`src/hdl/ihsp_pkg.sv`:
```
// Shared types, codes and helpers for the image header size parser.
package ihsp_pkg;

    // Image layout codes held in the format register
    localparam logic [1:0] FMT_PNG = 2'd0;
    localparam logic [1:0] FMT_BMP = 2'd1;

    // Result status codes
    localparam logic [1:0] ST_OK      = 2'd0;
    localparam logic [1:0] ST_BAD_SIG = 2'd1;
    localparam logic [1:0] ST_NO_SIZE = 2'd2;

    // Register map (word index)
    localparam logic REG_FORMAT = 1'b0;

    // Header offsets and short-file limits (byte counts)
    localparam logic [4:0] PNG_FIRST = 5'd16;
    localparam logic [4:0] PNG_LAST  = 5'd23;
    localparam logic [4:0] BMP_FIRST = 5'd18;
    localparam logic [4:0] BMP_LAST  = 5'd25;
    localparam logic [4:0] POS_MAX   = 5'd31;

    // JPEG marker bytes
    localparam logic [7:0] MK_FILL = 8'hFF;
    localparam logic [7:0] MK_SOI  = 8'hD8;
    localparam logic [7:0] MK_EOI  = 8'hD9;

    // JPEG walk phase
    typedef enum logic [3:0] {
        PH_SIG0 = 4'd0,
        PH_SIG1 = 4'd1,
        PH_MARK = 4'd2,
        PH_LENH = 4'd3,
        PH_LENL = 4'd4,
        PH_SKIP = 4'd5,
        PH_PREC = 4'd6,
        PH_HH   = 4'd7,
        PH_HL   = 4'd8,
        PH_WH   = 4'd9,
        PH_WL   = 4'd10,
        PH_STOP = 4'd11,
        PH_BAD  = 4'd12
    } t_phase;

    // One input transaction
    typedef struct packed {
        logic [7:0] data;
        logic       byte_valid;
        logic       eof;
    } t_item;

    // One result, packed as it leaves on the output bus (width lowest)
    typedef struct packed {
        logic [1:0]  status;
        logic [30:0] height;
        logic [30:0] width;
    } t_result;

    // Start-of-frame markers: C0-C3, C5-C7, C9-CB, CD-CF
    function automatic logic is_sof(input logic [7:0] m);
        logic r;
        r = (m >= 8'hC0 && m <= 8'hC3) || (m >= 8'hC5 && m <= 8'hC7) ||
            (m >= 8'hC9 && m <= 8'hCB) || (m >= 8'hCD && m <= 8'hCF);
        return r;
    endfunction

endpackage

```
`src/hdl/ihsp_apb_regs.sv`:
```
// Configuration register file: image format register on an APB-style port.
module ihsp_apb_regs
    import ihsp_pkg::*;
(
    input  logic        i_clk,
    input  logic        i_rst_n,
    input  logic        i_psel,
    input  logic        i_penable,
    input  logic        i_pwrite,
    input  logic [2:0]  i_paddr,
    input  logic [31:0] i_pwdata,
    output logic [31:0] o_prdata,
    output logic        o_pready,
    output logic [1:0]  o_format
);

    logic [1:0] r_format;
    logic       wr_en;

    assign o_pready = 1'b1;
    assign wr_en    = i_psel && i_penable && i_pwrite && (i_paddr[2] == REG_FORMAT);

    // Format register write
    always_ff @(posedge i_clk) begin
        if (!i_rst_n) begin
            r_format <= FMT_PNG;
        end else if (wr_en) begin
            r_format <= i_pwdata[1:0];
        end
    end

    // Read mux
    always_comb begin
        o_prdata = 32'd0;
        if (i_paddr[2] == REG_FORMAT) begin
            o_prdata = {30'd0, r_format};
        end
    end

    assign o_format = r_format;

endmodule

```
`src/hdl/ihsp_in_stage.sv`:
```
// Input register stage: captures one byte transaction from the stream slave.
module ihsp_in_stage
    import ihsp_pkg::*;
(
    input  logic  i_clk,
    input  logic  i_rst_n,
    input  logic  i_valid,
    output logic  o_ready,
    input  t_item i_item,
    output logic  o_valid,
    input  logic  i_take,
    output t_item o_item
);

    logic  r_valid;
    t_item r_item;

    // Free when empty or when the held item is consumed this cycle
    assign o_ready = !r_valid || i_take;

    always_ff @(posedge i_clk) begin
        if (!i_rst_n) begin
            r_valid <= 1'b0;
        end else if (o_ready) begin
            r_valid <= i_valid;
        end
    end

    always_ff @(posedge i_clk) begin
        if (o_ready && i_valid) begin
            r_item <= i_item;
        end
    end

    assign o_valid = r_valid;
    assign o_item  = r_item;

endmodule

```
`src/hdl/ihsp_parser.sv`:
```
// Per-file parse state, one-byte update logic and the result register.
module ihsp_parser
    import ihsp_pkg::*;
(
    input  logic    i_clk,
    input  logic    i_rst_n,
    input  logic [1:0] i_format,
    input  logic    i_valid,
    input  t_item   i_item,
    output logic    o_take,
    output logic    o_res_valid,
    input  logic    i_res_ready,
    output t_result o_result
);

    // File state
    t_phase      r_phase;
    logic [4:0]  r_pos;
    logic [15:0] r_shift;
    logic [31:0] r_width;
    logic [31:0] r_height;
    logic [15:0] r_skip;

    // State after this byte, before the end-of-file clear
    t_phase      upd_phase;
    logic [4:0]  upd_pos;
    logic [15:0] upd_shift;
    logic [31:0] upd_width;
    logic [31:0] upd_height;
    logic [15:0] upd_skip;

    logic        step;
    logic        finish;
    logic [7:0]  b;
    logic [4:0]  k_png;
    logic [4:0]  k_bmp;
    logic [1:0]  lane;
    logic [15:0] seg_len;
    logic [15:0] skip_dec;

    logic [31:0] res_w;
    logic [31:0] res_h;
    logic [31:0] bmp_h;
    logic [1:0]  res_st;

    logic    r_res_valid;
    t_result r_result;

    // Item consumed unless it is a file end and the result slot stays full
    assign o_take = i_valid && (!i_item.eof || !r_res_valid || i_res_ready);
    assign step   = o_take;
    assign finish = step && i_item.eof;
    assign b      = i_item.data;

    assign k_png    = r_pos - PNG_FIRST;
    assign k_bmp    = r_pos - BMP_FIRST;
    assign seg_len  = {r_shift[7:0], b};
    assign skip_dec = r_skip - 16'd1;

    // One-byte update
    always_comb begin
        upd_phase  = r_phase;
        upd_pos    = r_pos;
        upd_shift  = r_shift;
        upd_width  = r_width;
        upd_height = r_height;
        upd_skip   = r_skip;
        lane       = 2'd0;
        if (step && i_item.byte_valid) begin
            if (i_format == FMT_PNG) begin
                // big-endian lanes at offset 16
                if (r_pos >= PNG_FIRST && r_pos <= PNG_LAST) begin
                    lane = 2'd3 - k_png[1:0];
                    if (!k_png[2]) begin
                        upd_width[{lane, 3'b000} +: 8] = r_width[{lane, 3'b000} +: 8] | b;
                    end else begin
                        upd_height[{lane, 3'b000} +: 8] = r_height[{lane, 3'b000} +: 8] | b;
                    end
                end
            end else if (i_format == FMT_BMP) begin
                // little-endian lanes at offset 18
                if (r_pos >= BMP_FIRST && r_pos <= BMP_LAST) begin
                    lane = k_bmp[1:0];
                    if (!k_bmp[2]) begin
                        upd_width[{lane, 3'b000} +: 8] = r_width[{lane, 3'b000} +: 8] | b;
                    end else begin
                        upd_height[{lane, 3'b000} +: 8] = r_height[{lane, 3'b000} +: 8] | b;
                    end
                end
            end else begin
                // JPEG marker walk
                unique case (r_phase)
                    PH_SIG0: upd_phase = (b == MK_FILL) ? PH_SIG1 : PH_BAD;
                    PH_SIG1: upd_phase = (b == MK_SOI) ? PH_MARK : PH_BAD;
                    PH_MARK: begin
                        if (b != MK_FILL && b != MK_SOI && b != MK_EOI) begin
                            upd_shift = {b, 8'd0};
                            upd_phase = PH_LENH;
                        end
                    end
                    PH_LENH: begin
                        upd_shift = {r_shift[15:8], b};
                        upd_phase = PH_LENL;
                    end
                    PH_LENL: begin
                        if (seg_len < 16'd2) begin
                            upd_phase = PH_STOP;
                        end else if (is_sof(r_shift[15:8])) begin
                            upd_phase = PH_PREC;
                        end else begin
                            upd_skip  = seg_len - 16'd2;
                            upd_phase = (seg_len == 16'd2) ? PH_MARK : PH_SKIP;
                        end
                    end
                    PH_SKIP: begin
                        upd_skip = skip_dec;
                        if (skip_dec == 16'd0) begin
                            upd_phase = PH_MARK;
                        end
                    end
                    PH_PREC: upd_phase = PH_HH;
                    PH_HH: begin
                        upd_shift = {8'd0, b};
                        upd_phase = PH_HL;
                    end
                    PH_HL: begin
                        upd_height = {16'd0, r_shift[7:0], b};
                        upd_phase  = PH_WH;
                    end
                    PH_WH: begin
                        upd_shift = {8'd0, b};
                        upd_phase = PH_WL;
                    end
                    PH_WL: begin
                        upd_width = {16'd0, r_shift[7:0], b};
                        upd_phase = PH_STOP;
                    end
                    default: upd_phase = r_phase;
                endcase
            end
            if (r_pos < POS_MAX) begin
                upd_pos = r_pos + 5'd1;
            end
        end
    end

    // Result from the updated state
    assign bmp_h = (upd_pos >= 5'd26) ? upd_height : 32'd0;

    always_comb begin
        res_w  = 32'd0;
        res_h  = 32'd0;
        res_st = ST_OK;
        if (i_format == FMT_PNG) begin
            res_w = {(upd_pos >= 5'd18) ? upd_width[31:16] : 16'd0,
                     (upd_pos >= 5'd20) ? upd_width[15:0]  : 16'd0};
            res_h = {(upd_pos >= 5'd22) ? upd_height[31:16] : 16'd0,
                     (upd_pos >= 5'd24) ? upd_height[15:0]  : 16'd0};
        end else if (i_format == FMT_BMP) begin
            res_w = (upd_pos >= 5'd22) ? upd_width : 32'd0;
            res_h = bmp_h[31] ? (~bmp_h + 32'd1) : bmp_h;
        end else if (upd_phase == PH_SIG0 || upd_phase == PH_SIG1 ||
                     upd_phase == PH_BAD) begin
            res_st = ST_BAD_SIG;
        end else begin
            res_w = upd_width;
            res_h = upd_height;
        end
        if (res_st == ST_OK && (res_w == 32'd0 || res_h == 32'd0 ||
                                res_w[31] || res_h[31])) begin
            res_st = ST_NO_SIZE;
        end
        if (res_st != ST_OK) begin
            res_w = 32'd0;
            res_h = 32'd0;
        end
    end

    // File state registers; a file end returns everything to reset
    always_ff @(posedge i_clk) begin
        if (!i_rst_n || finish) begin
            r_phase  <= PH_SIG0;
            r_pos    <= 5'd0;
            r_shift  <= 16'd0;
            r_width  <= 32'd0;
            r_height <= 32'd0;
            r_skip   <= 16'd0;
        end else begin
            r_phase  <= upd_phase;
            r_pos    <= upd_pos;
            r_shift  <= upd_shift;
            r_width  <= upd_width;
            r_height <= upd_height;
            r_skip   <= upd_skip;
        end
    end

    // Result register
    always_ff @(posedge i_clk) begin
        if (!i_rst_n) begin
            r_res_valid <= 1'b0;
        end else if (finish) begin
            r_res_valid <= 1'b1;
        end else if (i_res_ready) begin
            r_res_valid <= 1'b0;
        end
    end

    always_ff @(posedge i_clk) begin
        if (finish) begin
            r_result.status <= res_st;
            r_result.height <= res_h[30:0];
            r_result.width  <= res_w[30:0];
        end
    end

    assign o_res_valid = r_res_valid;
    assign o_result    = r_result;

`ifndef ASSERT_OFF
    // A failed result carries no size
    a_fail_zero: assert property (@(posedge i_clk) disable iff (!i_rst_n)
        r_res_valid && r_result.status != ST_OK |->
            r_result.width == 31'd0 && r_result.height == 31'd0)
        else $error("failed result with nonzero size");

    // Skip phase always has bytes left to skip
    a_skip_nonzero: assert property (@(posedge i_clk) disable iff (!i_rst_n)
        r_phase == PH_SKIP |-> r_skip != 16'd0)
        else $error("skip phase with empty count");

    // File end clears the per-file state
    a_clear_after_eof: assert property (@(posedge i_clk) disable iff (!i_rst_n)
        finish |=> r_pos == 5'd0 && r_phase == PH_SIG0 && r_skip == 16'd0)
        else $error("file state not cleared after file end");

    // A file end never overwrites a result still waiting
    a_no_overwrite: assert property (@(posedge i_clk) disable iff (!i_rst_n)
        finish |-> !r_res_valid || i_res_ready)
        else $error("result overwritten while stalled");

    // Byte count saturates instead of wrapping
    a_pos_saturate: assert property (@(posedge i_clk) disable iff (!i_rst_n)
        r_pos == POS_MAX && step && !i_item.eof |=> r_pos == POS_MAX)
        else $error("byte count wrapped");
`endif

endmodule

```
`src/hdl/image_header_size_parser.sv`:
```
// Top level of the image header size parser.
//
// Streams the bytes of one image file in on the s_axis slave, one byte per
// transaction: tdata is the byte, tuser is 1 when tdata carries a byte (0 for
// an empty end marker) and tlast marks the file's final transaction. One
// result per file leaves on the m_axis master as width, height and status
// (0 ok, 1 bad JPEG signature, 2 size missing or not positive).
// The format register (APB, address 0: 0 PNG, 1 BMP, 2 or 3 JPEG) selects
// the header layout; write it only between files.
// Throughput is one byte per cycle unless a tlast transaction waits for the
// result slot: each byte passes from the input register through a single
// update of the parse state. An accepted tlast transaction goes to the input
// register, then the result register loads and raises tvalid on m_axis.
// The result register holds one result; while the receiver stalls, non-final
// bytes keep flowing and only the next tlast transaction waits for the slot.
// Synchronous reset clears the format to PNG, the parse state, and both
// handshake stages; no result is pending after reset.
module image_header_size_parser
    import ihsp_pkg::*;
(
    input  logic        i_clk,
    input  logic        i_rst_n,
    // Stream slave
    input  logic        s_axis_tvalid,
    output logic        s_axis_tready,
    input  logic [7:0]  s_axis_tdata,   // [7:0] data_byte
    input  logic        s_axis_tuser,   // [0] byte_valid
    input  logic        s_axis_tlast,   // end_of_file
    // Stream master
    output logic        m_axis_tvalid,
    input  logic        m_axis_tready,
    output logic [63:0] m_axis_tdata,   // [30:0] image_width, [61:31] image_height,
                                        // [63:62] status
    // Configuration port
    input  logic        psel,
    input  logic        penable,
    input  logic        pwrite,
    input  logic [2:0]  paddr,
    input  logic [31:0] pwdata,
    output logic [31:0] prdata,
    output logic        pready
);

    logic [1:0] format;
    t_item      in_item;
    t_item      held_item;
    logic       held_valid;
    logic       take;
    t_result    result;

    assign in_item.data       = s_axis_tdata;
    assign in_item.byte_valid = s_axis_tuser;
    assign in_item.eof        = s_axis_tlast;

    ihsp_apb_regs u_regs (
        .i_clk     (i_clk),
        .i_rst_n   (i_rst_n),
        .i_psel    (psel),
        .i_penable (penable),
        .i_pwrite  (pwrite),
        .i_paddr   (paddr),
        .i_pwdata  (pwdata),
        .o_prdata  (prdata),
        .o_pready  (pready),
        .o_format  (format)
    );

    ihsp_in_stage u_in (
        .i_clk   (i_clk),
        .i_rst_n (i_rst_n),
        .i_valid (s_axis_tvalid),
        .o_ready (s_axis_tready),
        .i_item  (in_item),
        .o_valid (held_valid),
        .i_take  (take),
        .o_item  (held_item)
    );

    ihsp_parser u_parse (
        .i_clk       (i_clk),
        .i_rst_n     (i_rst_n),
        .i_format    (format),
        .i_valid     (held_valid),
        .i_item      (held_item),
        .o_take      (take),
        .o_res_valid (m_axis_tvalid),
        .i_res_ready (m_axis_tready),
        .o_result    (result)
    );

    assign m_axis_tdata = result;

endmodule

```
`config.mk`:
```
export PLATFORM = sky130hd
export DESIGN_NAME = image_header_size_parser
export DESIGN_NICKNAME = d
export VERILOG_FILES = /design/src/hdl/ihsp_pkg.sv /design/src/hdl/ihsp_apb_regs.sv /design/src/hdl/ihsp_in_stage.sv /design/src/hdl/ihsp_parser.sv /design/src/hdl/image_header_size_parser.sv
export SDC_FILE = /design/constraint.sdc
export NUM_CORES = 1
export LEC_CHECK = 0
export BUFFER_PORTS_ARGS = -buffer_cell sky130_fd_sc_hd__buf_4
export CAP_MARGIN = 10
export CORE_MARGIN = 2
export CORE_UTILIZATION = 30
export DETAILED_ROUTE_END_ITERATION = 10
export PLACE_DENSITY_LB_ADDON = 0.1
export SYNTH_ARGS = -nofsm -noshare
export SYNTH_HDL_FRONTEND = slang
export SYNTH_HIERARCHICAL = 1
export SYNTH_SLANG_ARGS = --single-unit
```
`constraint.sdc`:
```
create_clock -name i_clk -period 7.1 [get_ports i_clk]
set_input_delay 0 -clock i_clk [delete_from_list [all_inputs] [get_ports i_clk]]
set_output_delay 0 -clock i_clk [all_outputs]
set_load 0.01 [all_outputs]
```
Yosys cells after proc, flatten, opt, wreduce, memory -nomap -nowiden. Cells that the tools add are included.

Register bits after elaboration: 183. Output and inout port bits: 99. Word-level logic and storage cells: 191.

Add/subtract/negate cells: 9. $lt $le $gt $ge: 19. Eq/ne operators: 22. Shift operators: 10. Muxes and demuxes: 58. Bitwise logic cells: 9. Reductions and logical operators: 48.

Operator list (count): two-way mux 32 bit (25); bitwise mux 32 bit (4); variable part select 32 x 6 -> 8 bit (4); variable part select 8 x 7 -> 32 bit (4); two-way mux 16 bit (7); zero test 32 bit (2); variable shift 8 x 7 -> 32 bit, first input constant (2); one-hot mux 16 bit (3 select lines) (1); one-hot mux 4 bit (11 select lines) (1); two-way mux 4 bit (9); >= comparator 5 bit, second input constant (7); adder 32 x 1 -> 32 bit, second input constant (1); >= comparator 8 bit, second input constant (4); less-or-equal comparator 8 bit, second input constant (4); NOT 32 bit (1); bitwise OR 8 bit (4); one-hot mux 16 bit (2 select lines) (1); != test 8 bit, second input constant (3); == test 16 x 2 -> 1 bit, second input constant (1); == test 4 x 3 -> 1 bit, second input constant (4); == test 4 bit, second input constant (4); == test 8 bit, second input constant (2); logical AND 1 bit (16); zero test 16 bit (1); other kinds (29) (63).

Logic depth before layout (Yosys ltp). Gate-level depths: netlist of the first run.

Depth after elaboration: 24. Gate-level depth with buffers: 25. Depth with buffers taken out: 18.

Cells and area by module. Netlist of the first run, hierarchy kept.

By module, submodules not included: ihsp_parser (times used 1, cells each 1588, area an instance 12892.4 um^2, seq. area each 4043.9 um^2); ihsp_in_stage (times used 1, cells each 15, area an instance 357.8 um^2, seq. area each 320.3 um^2); ihsp_apb_regs (times used 1, cells each 44, area an instance 346.6 um^2, seq. area each 40.0 um^2).

Worst setup path after synthesis of the first run. OpenSTA, ideal clock, no wires.

Path kind: register -> register. Start point: reg u_parse.r_pos[1]. End point: reg u_parse.r_result, in the netlist u_parse/o_result[23] (data pin). Arrival: 6.175 ns. Required time: 6.831 ns. Slack: 0.656 ns. Cell stages (with the launch flop): 25. Path buffers: 7. Period minus slack after synthesis: 6.444 ns. Cell sequence: dfxtp_1 > buf_2 > buf_4 > buf_2 > buf_2 > inv_1 > ha_1 > clkbuf_1 > nand3b_1 > a2111o_1 > or4_1 > a31oi_1 > a21oi_2 > or2_2 > ha_1 > clkbuf_1 > o21a_1 > a31oi_2 > o21ai_0 > xnor2_1 > o22ai_1 > or4_4 > o41ai_4 > buf_6 > nor2_2.

Longest elaborated chain between the ends: 23. Elaborated cells on any way between the ends: 75. Those cells by class: add/sub (7); order compare (10); shift (10); mux (34); bitwise (5); reduce/logical (9).

RTL lines: from (decl) (RTL line ihsp_parser.sv:18) `logic [4:0] r_pos;`; from (signal assigned) (RTL line ihsp_parser.sv:190) `r_pos <= upd_pos;`; subtractor 3 x 1 -> 3 bit or subtractor 3 x 2 -> 3 bit (tied branches) (RTL line ihsp_parser.sv:55, ihsp_parser.sv:56); subtractor 2 bit or variable part select 32 x 6 -> 8 bit (tied branches) (RTL line ihsp_parser.sv:73, ihsp_parser.sv:87); variable part select 32 x 6 -> 8 bit or bitwise OR 8 bit (tied branches) (RTL line ihsp_parser.sv:77, ihsp_parser.sv:87); bitwise OR 8 bit or variable part select 8 x 7 -> 32 bit (tied branches) (RTL line ihsp_parser.sv:77, ihsp_parser.sv:87); variable part select 8 x 7 -> 32 bit or bitwise mux 32 bit (tied branches) (RTL line ihsp_parser.sv:77, ihsp_parser.sv:87); bitwise mux 32 bit or two-way mux 32 bit (tied branches) (RTL line ihsp_parser.sv:77, ihsp_parser.sv:84); two-way mux 32 bit (on tied branches) (RTL line ihsp_parser.sv:74, ihsp_parser.sv:82); two-way mux 32 bit (on tied branches) (RTL line ihsp_parser.sv:72, ihsp_parser.sv:80); [... 6 more ...]; two-way mux 32 bit (RTL line ihsp_parser.sv:159) `end else if (i_format == FMT_BMP) begin`; two-way mux 32 bit (RTL line ihsp_parser.sv:154) `if (i_format == FMT_PNG) begin`; zero test 32 bit (RTL line ihsp_parser.sv:169) `if (res_st == ST_OK && (res_w == 32'd0 || res_h == 32'd0 ||`; logical OR 1 bit (2 in a row) (RTL line ihsp_parser.sv:169); logical OR 1 bit (RTL line ihsp_parser.sv:170) `res_w[31] || res_h[31])) begin`; logical AND 1 bit (RTL line ihsp_parser.sv:169); two-way mux 2 bit (RTL line ihsp_parser.sv:169); nonzero test 2 bit (RTL line ihsp_parser.sv:173) `if (res_st != ST_OK) begin`; to (decl) (RTL line ihsp_parser.sv:47) `t_result r_result;`.

Parallel ways exist; a longest one is shown, timed or not. A chain may end at the register's enable or synchronous reset.

Worst setup path in the final report of the first run.
Start point: reg u_parse.r_pos[1]. End point: reg u_parse.r_result, in the netlist u_parse/o_result[17] (data pin).

The elaborated chain is that of the path after synthesis.

==> results of run 1 <==
## what timing repair did
item                                   4_1_cts  5_1_grt
buffers inserted                             0        0
hold buffers                                20        0
endpoints found under the hold margin       24        0
## layer usage
metal	share of wire (%)	track usage [%]	up-vias
li1	-	-	6314
met1	45	32.48	6654
met2	45	37.72	545
met3	5.9	3.955	107
met4	3.8	10.68	0
met5	0	0	-
## cells in the final DEF (no fill, tap or decap), types with 27 or more instances in the layout
cell type,n
nor3_1,51
edfxtp_1,74
nand2_1,111
buf_4,153
o21ai_0,62
dfxtp_1,107
inv_1,30
mux2i_1,34
a22oi_1,43
a21oi_1,99
and2_1,34
nand4_1,31
nand3_1,57
nor2_1,227
nand2b_1,27
conb_1,31
nor2_2,31
## worst min-delay path: cells and delay by family
family	cells	cell delay [ps]
AND/OR/NAND/NOR	2	320
buffers and inverters	1	110
## power by group through the flow
stage | Combinational [W] | Sequential (W) | Clock (W)
after floorplan | 0.000181 | 0.00115 | 0
after global placement | 0.000282 | 0.00115 | 0
after detailed placement | 0.000282 | 0.00116 | 0
after CTS | 0.000291 | 0.00113 | 0.00103
after global routing | 0.000315 | 0.00113 | 0.00107
final | 0.000295 | 0.00113 | 0.000999
## sequential cells by signal, summed over array words and instances (netlist names)
name	flops
u_parse/o_res_valid	1
u_in/o_item	10
u_parse/o_result	64
u_in/o_valid	1
u_parse/r_width	32
u_parse/r_skip	16
u_parse/r_phase	4
u_regs/o_format	2
u_parse/r_pos	5
u_parse/r_shift	16
u_parse/r_height	32
## area by class of cell
cell class	instances	area share, %
sequential	183	28.03
tap	600	4.775
multi-input combinational	1319	53.94
timing repair buffer	174	8.707
clock inverter	15	1.122
clock buffer	17	2.706
inverter	30	0.7163
## stage by stage
| step | std cells | total power (W) |
|---|---|---|
| global route | 2338 | 0.002519 |
| detailed placement | 2286 | 0.001437 |
| CTS | 2338 | 0.002453 |
| global placement | 2286 | 0.001437 |
| finish | 2338 | 0.002425 |
| floorplan | 1676 | 0.001329 |
## logic make-up (layout without fill, tap and decap cells)
| group | count (synthesis) | count (layout) | synth area share (%) |
|---|---|---|---|
| and+or+nand+nor | 713 | 713 | 27.11 |
| AOI/OAI and AO/OA | 467 | 467 | 24.72 |
| DFF | 183 | 183 | 32.39 |
| buffers and inverters | 174 | 236 | 6.211 |
| muxes | 60 | 60 | 6.064 |
| xor gates and xnor gates | 35 | 35 | 2.255 |
| adders and majority gates | 13 | 13 | 1.196 |
| other | 2 | 31 | 0.05523 |
## path summary, 6_finish.rpt
| kind | depth (start not counted) | slack, ps | start | end |
|---|---|---|---|---|
| max | 17 | 770 | u_parse/r_pos[1]$_SDFF_PP0_ | u_parse/o_result[17]$_SDFFCE_PP0P_ |
| min reg2reg | 2 | 470 | u_parse/r_skip[1]$_SDFFE_PP0P_ | u_parse/r_skip[1]$_SDFFE_PP0P_ |
| min | 3 | 120 | m_axis_tready | u_parse/o_result[41]$_SDFFCE_PP0P_ |
| max reg2reg | 17 | 770 | u_parse/r_pos[1]$_SDFF_PP0_ | u_parse/o_result[17]$_SDFFCE_PP0P_ |
==> run metrics, run 1 <==
Switching Share=30.67%; fillcell total=4836; Remaining Overflow, GRT=0; DR pass1 iterations=6; number of remaining DRC errors=0; FF+latch count, synth=183; n_diodes=0; CTS tree=built; Final Setup Violations=0; status=complete, no violations; Startpoint Class=flip-flop; CP Capture Type=flip-flop; Buffers on Ports=slightly below 90; cell with the most instances after synthesis=nor2_1; Buf/Inv on CP=3; vias in the first global route=between 10000 and 15000; mean routed wirelength per cell=24.20 um; Core Box Area=45090 sq um; crit-path leading delay family=simple AND/OR/NAND/NOR gates; top post-synthesis cells by count=nor2_1 (228), nand2_1 (111), dfxtp_1 (109); top cells by area, synth=edfxtp_1 (16%), dfxtp_1 (16%), nor2_1 (6.3%); Final Critical Period=6331 ps; Crit path arrival time=6570 ps; Die H=216.9 um; number of synthesis warnings=6; DRT antenna net count=0; final setup margin=769.0 ps; Slew @ Worst Pin=1221 ps; leading area contributor after synthesis=edfxtp_1; CTS sink cnt=183; fmax=0.1580 GHz; Switching Power=0.0007437 W; Syn-to-layout area delta=15.63%; antenna violations before repair=0; Worst path slowest cell=nor4_4; Worst EP required=7340 ps; register share of total power=46.6%; Clock Skews=18.98 ps; FF/Latch Area=4407 sq um; Nets=about 1800; cell area after synthesis=approximately 14000 sq um; CTS root buffer=clkbuf_16; GRT Total Usage=24.04%; count of pins over their slew limit=0; PD cells=~150 nW/um^2; Crit Path Max Fanout=32; clock power share=41.2%; largest net degree at the start of global routing=57; area share of the largest cell type after synthesis=16.34%; HPWL after DPL=roughly 42 mm; clk buf depth=2; Num CTS Buffers=17; Initial DRC Count=1330; CP Cell Sequence=buf_4 -> buf_4 -> ha_1 -> a21boi_1 -> and4_1 -> o2bb2ai_1 -> o21ai_0 -> nand4_1 -> nor4_4 -> nand3_1 -> o31ai_1 -> xnor2_1 -> o22ai_1 -> or4_4 -> o41ai_4 -> buf_12 -> nor2_2; Initial Utilization=30.16%; hold crit path type=primary input to flip-flop; Max-Cap Viols=0; Die ar.=47040 sq um; Syn Area/Cell=8.255 sq um; smallest hold slack=between 100 and 150 ps; register area share after synthesis=between 30% and 40%; async set-reset flop share out of synthesis=0%; via/cell ratio=5.825; RSZ-0062 raised after global routing=false; Crit Path Category=flip-flop to flip-flop; share of post-route cells with drive strength above 1=16.97%; Logic pwr share=12.2%; Final period util=89.17%; endpoints failing hold=0; via count=13620; H-tree levels=4; Lkg Pwr=between 5 and 6 nW; chip width=216.9 um; routability cong.=0.9560; max incr delay on CP=610 ps; VDD IR max=0.1399 mV; setup_tns=0 ps; Total Wirelength=approximately 57 mm; first-pass GRT wire length=84.61 mm; Area after DPL=14920 sq um; Post-Syn Instances=1647; Finished Core Util=roughly a third; I/O pin count=~150; number of enable flip-flop cells after synthesis=74; Slew Limit Headroom=18.46%; multi-input logic area=8481 sq um; clock latency on the worst-skew pair=slightly above 500 ps; CTS resizes=0; Setup WS pre-CTS=933.2 ps; final instance area=between 15000 and 20000 sq um; Int Power=0.001681 W; distinct cell type count after synthesis=104; ys flop type=dfxtp_1; row count=78; cell with the most instances on the worst path=buf_4; clk slew on worst S/H paths=80 ps
Power figures use the tool's default switching activity.
==> run 2, diff against run 1 <==
- clock period: 7.1 -> 6.9 ns (I/O delays scaled with it)
==> run 2 against run 1 <==
Net effect: wire length decreased by 1.1%; highest routed layer unchanged; sequential cell count did not move; cell count unchanged; global-route usage fell by 0.23 points; combinational power increased by 2%; worst hold slack got worse by 90 ps; critical path type unchanged; register-to-register slack worse by 390 ps; core utilization increased by 0.075 points.
==> run metrics, run 2 (synthesis results as in run 1) <==
antenna violations before repair=0; fillcell total=4776; Worst EP required=7130 ps; DR pass1 iterations=7; smallest hold slack=about 27 ps; CTS root buffer=clkbuf_16; Initial Utilization=30.16%; Final Non-Filler Cells=between 2000 and 2500; clock latency on the worst-skew pair=500 ps; Startpoint Class=flip-flop; Nets=approximately 1800; n_diodes=0; max incr delay on CP=780 ps; vias in the first global route=roughly 13000; number of remaining DRC errors=0; clk buf depth=2; Worst path slowest cell=nor3_2; CP Cell Sequence=inv_1 -> ha_1 -> nor2b_1 -> nor3_2 -> nor4_1 -> o21ai_0 -> nand4_1 -> nor4_4 -> nand3_1 -> o31ai_1 -> xnor2_1 -> o22ai_1 -> or4_4 -> o41ai_4 -> buf_12 -> nor2_2; post-placement cell count=2286; CP Capture Type=flip-flop; HPWL after DPL=41.81 mm; clk slew on worst S/H paths=80 ps; reg2reg setup slack=around 380 ps; routability cong.=between 0.9 and 1; share of post-route cells with drive strength above 1=16.86%; Crit path arrival time=6750 ps; CTS resizes=0; Core Box Area=45090 sq um; Die ar.=47040 sq um; Final period util=about 94%; Remaining Overflow, GRT=0; final instance area=15760 sq um; Initial DRC Count=around 1400; Clock Skews=16.24 ps; global routing met1 resource utilization=32.09%; H-tree levels=4; DRT antenna net count=0; met3 GRT Util=roughly 4%; Top Usage Layer GRT=met2; Final Critical Period=6516 ps; setup_tns=0 ps; first-pass GRT wire length=~84 mm; commonest cells after routing, fill and taps aside=nor2_1 (227), buf_4 (153), nand2_1 (111), dfxtp_1 (107), a21oi_1 (99); Crit Path Category=flip-flop to flip-flop; GR Util met2=37.74%; endpoints failing hold=0; PD cells=163.0 nW/um^2; via count=13620; GRT Total Usage=23.81%; via/cell ratio=5.825; RSZ-0062 raised after global routing=false; Num CTS Buffers=17; CTS sink cnt=183; I/O pin count=between 150 and 200; hold crit path type=primary input to flip-flop; Largest register FFs=64; Final Setup Violations=0; Total Wirelength=55.95 mm; VDD IR max=0.1446 mV; largest net degree at the start of global routing=64; Lkg Pwr=5.472 nW; commonest non-fill, non-tap cell in the layout=nor2_1; Buffers on Ports=between 80 and 90; Area after DPL=14920 sq um; Max-Cap Viols=0; Slew Limit Headroom=21.06%; row count=a little under 80; count of pins over their slew limit=0; status=complete, no violations; Die H=216.9 um; Syn-to-layout area delta=15.87%; Crit Path Max Fanout=32; mean routed wirelength per cell=approximately 24 um; chip width=216.9 um; Final Total Pwr=roughly 0.0026 W; fmax=0.1535 GHz; Slew @ Worst Pin=1182 ps; CTS tree=built
run 2: cell count changes in the layout (fill, tap and decap cells not counted), sizes merged:
cell / previous run / this run
clkinv: 6 / 2
bufinv: 0 / 4
clkbuf: 17 / 18
inv: 39 / 38
run 2: final timing paths:
kind	cells after the start	start	to
setup / recovery	16	u_parse/r_pos[1]$_SDFF_PP0_	u_parse/o_result[6]$_SDFFCE_PP0P_
hold / removal	3	m_axis_tready	u_parse/o_result[39]$_SDFFCE_PP0P_
setup reg to reg	16	u_parse/r_pos[1]$_SDFF_PP0_	u_parse/o_result[6]$_SDFFCE_PP0P_
hold reg to reg	2	u_parse/r_shift[10]$_SDFFE_PP0P_	u_parse/r_shift[10]$_SDFFE_PP0P_
run 2: cell type report:
type | count | area, sq um | share of cell area [%]
multi-input combinational | 1319 | 8481 | 53.83
sequential | 183 | 4407 | 27.97
timing repair buffer | 174 | 1369 | 8.688
tap | 600 | 750.7 | 4.765
clock buffer | 18 | 429.2 | 2.724
clock inverter | 14 | 206.4 | 1.310
inverter | 30 | 112.6 | 0.7147
run 2: per-layer routing:
metal	routed length, um	vias up
met3	3457	112
li1	-	6313
met4	2068	0
met5	0	-
met2	25540	563
met1	24880	6630
run 2: through the flow:
stage | setup slack (ps) | utilization, %
2_1_floorplan | 455.9 | -
3_3_place_gp | 626.7 | 33.09
3_5_place_dp | 554.2 | 33.09
4_1_cts | 528.5 | 34.94
5_1_grt | 8.153 | 34.94
6_report | 383.5 | 34.94
run 2: power by group:
group          internal, W  switching [W]  total [W]
sequential         0.00114      0.0000236    0.00116
combinational    0.0000988       0.000202   0.000300
clock             0.000616       0.000486    0.00110
run 2: repair_timing:
action | CTS | global route
hold buffers | 20 | 0
hold endpoints to repair | 24 | 0
setup buffers | 0 | 0
run 2: worst max-delay path, delay by kind of cell (launching register included):
family / cells / cell delay (ps)
AOI/OAI and AO/OA: 4 / 1520
DFF: 1 / 690
and+or+nand+nor: 8 / 3040
adders and majority gates: 1 / 320
buffers and inverters: 2 / 470
xor gates and xnor gates: 1 / 170
==> run 3, diff against run 2 <==
- MAX_ROUTING_LAYER: not set -> met4
==> run 3 against run 2 <==
Net effect: via count up 0.11%; non-clock buffer count up 5; sequential share of layout area about the same; critical path depth fell by 1; worst hold slack better by 38 ps; count of clock-buffer cells in the layout increased by 3; sequential cell count did not move; sequential power barely moved; combinational power shrank 1%; final area up 0.14%; first-iteration DRC count down 10%; critical endpoint unchanged; largest cell class unchanged; largest power group unchanged.
==> run metrics, run 3 (synthesis results as in run 1) <==
startpoint of the worst register-to-register path=u_parse/r_pos[0]$_SDFF_PP0_; crit path launch=u_parse/r_pos[0]$_SDFF_PP0_; Final Setup Violations=0; Final period util=between 90 and 100%; largest net degree at the start of global routing=63; Die H=around 220 um; via/cell ratio=around 5.8; WL met2=25.12 mm; commonest non-fill, non-tap cell in the layout=nor2_1; via count=13630; clock power share=42.5%; r2r worst-path depth=15; CTS resizes=0; Crit Path Category=flip-flop to flip-flop; CTS sink cnt=183; status=complete, no violations; count of pins over their slew limit=0; routability cong.=between 0.9 and 1; GRT Total Usage=24.68%; CP endpoint=u_parse/o_result[6]$_SDFFCE_PP0P_; RSZ-0062 raised after global routing=false; Nets=1795; Area after DPL=around 15000 sq um; Buffers on Ports=87; Syn-to-layout area delta=16.04%; PD cells=~160 nW/um^2; fillcell total=about 4800; final instance area=15780 sq um; first-pass GRT wire length=84.18 mm; Final Critical Period=6366 ps; CP Capture Type=flip-flop; Total Wirelength=56.14 mm; clock latency on the worst-skew pair=510 ps; Int Power=0.001839 W; VDD IR max=around 0.16 mV; DR pass1 iterations=8; metal3 WL=between 3 and 4 mm; Crit path arrival time=6590 ps; Logic pwr share=a little under an eighth; CTS tree=built; row count=78; Startpoint Class=flip-flop; Worst EP required=7130 ps; share of post-route cells with drive strength above 1=17.04%; Finished Core Util=between 30% and 40%; smallest hold slack=65.16 ps; clk buf depth=2; Crit Path Max Fanout=44; Switching Share=27.72%; count of hold buffers inserted by post-cts repair=20; Setup WS pre-CTS=about 700 ps; endpoints failing hold=0; Post CTS Setup Buffer Count=0; Switching Power=0.0007051 W; Clock Skews=25.42 ps; final setup margin=533.7 ps; setup_tns=0 ps; Lkg Pwr=5.490 nW; Die ar.=47040 sq um; hold crit path type=primary input to flip-flop; chip width=216.9 um; Slew @ Worst Pin=around 1000 ps; met1 wire length=about 25 mm; H-tree levels=4; worst reg2reg endpoint=u_parse/o_result[6]$_SDFFCE_PP0P_; register share of total power=a little under half; clk slew on worst S/H paths=70 ps; Initial DRC Count=1220; number of remaining DRC errors=0; HPWL after DPL=between 40 and 50 mm; I/O pin count=151; Core Box Area=45090 sq um; reg2reg setup slack=530 ps; commonest cells after routing, fill and taps aside=nor2_1 (227), buf_4 (158), nand2_1 (111), dfxtp_1 (107), a21oi_1 (99); vias in the first global route=12840; mean routed wirelength per cell=23.96 um; CTS root buffer=clkbuf_16; Largest register FFs=64; n_diodes=0; DRT antenna net count=0; Max-Cap Viols=0; antenna violations before repair=0; fmax=0.1571 GHz; Initial Utilization=a little over 30%; Num CTS Buffers=17; uppermost layer routed=met4; Slew Limit Headroom=30.67%; Remaining Overflow, GRT=0
-- run 3: changes by cell type in the layout (fill, tap and decap cells not counted) --
| cell | before | now |
|---|---|---|
| buf_4 | 153 | 158 |
| clkbuf_1 | 1 | 3 |
| inv_8 | 3 | 1 |
| bufinv_16 | 4 | 3 |
| clkbuf_16 | 17 | 18 |
| clkinv_1 | 1 | 0 |
| clkinv_4 | 0 | 1 |
-- run 3: worst max-delay path, cell delays in order (launching register included) --
cell and delay [ps]:
dfxtp_2 420, buf_4 490, nor2b_1 150, nor3_2 840, nor3b_1 120, o311ai_0 750, nand4_1 260, nor3_1 660
nand3_1 460, o31ai_1 430, xnor2_1 160, o22ai_1 120, or4_4 440, o41ai_4 420, buf_12 270, nor2_2 50
-- run 3: how the worst min path moves through the flow --
stage | slack [ps] | startpoint | cells past startpoint | end
after detailed placement | 180 | s_axis_tdata[0] | 1 | u_in/o_item[2]$_DFFE_PP_
final | 70 | m_axis_tready | 3 | u_parse/o_result[39]$_SDFFCE_PP0P_
after global routing | 80 | m_axis_tready | 3 | u_parse/o_result[39]$_SDFFCE_PP0P_
after global placement | 180 | s_axis_tdata[6] | 1 | u_in/o_item[8]$_DFFE_PP_
after CTS | 50 | m_axis_tready | 3 | u_parse/o_result[39]$_SDFFCE_PP0P_
after floorplan | 100 | s_axis_tlast | 0 | u_in/o_item[0]$_DFFE_PP_
-- run 3: metal layers --
metal | vias up | track usage, %
li1 | 6315 | -
met1 | 6673 | 32.61
met2 | 547 | 36.77
met3 | 98 | 3.843
met4 | 0 | 12.10
met5 | - | -
-- run 3: power by group through the flow --
stage | registers (W) | logic, W | clock network (W)
after floorplan | 0.00118 | 0.000186 | 0
after global placement | 0.00119 | 0.000284 | 0
after detailed placement | 0.00119 | 0.000284 | 0
after CTS | 0.00117 | 0.000293 | 0.00112
after global routing | 0.00117 | 0.000317 | 0.00115
final | 0.00117 | 0.000296 | 0.00108
-- run 3: metrics by stage --
step	instances	total power (W)
after global routing	2343	0.002635
after CTS	2343	0.002579
final	2343	0.002544
after detailed placement	2291	0.001476
after floorplan	1676	0.001368
after global placement	2291	0.001476
-- run 3: final cells by class --
type,instances,area (sq um),area share [%]
inverter,30,112.6,0.7137
sequential,183,4407,27.93
multi-input combinational,1319,8481,53.75
clock inverter,11,158.9,1.007
timing repair buffer,179,1406,8.914
tap,600,750.7,4.758
clock buffer,21,461.7,2.926
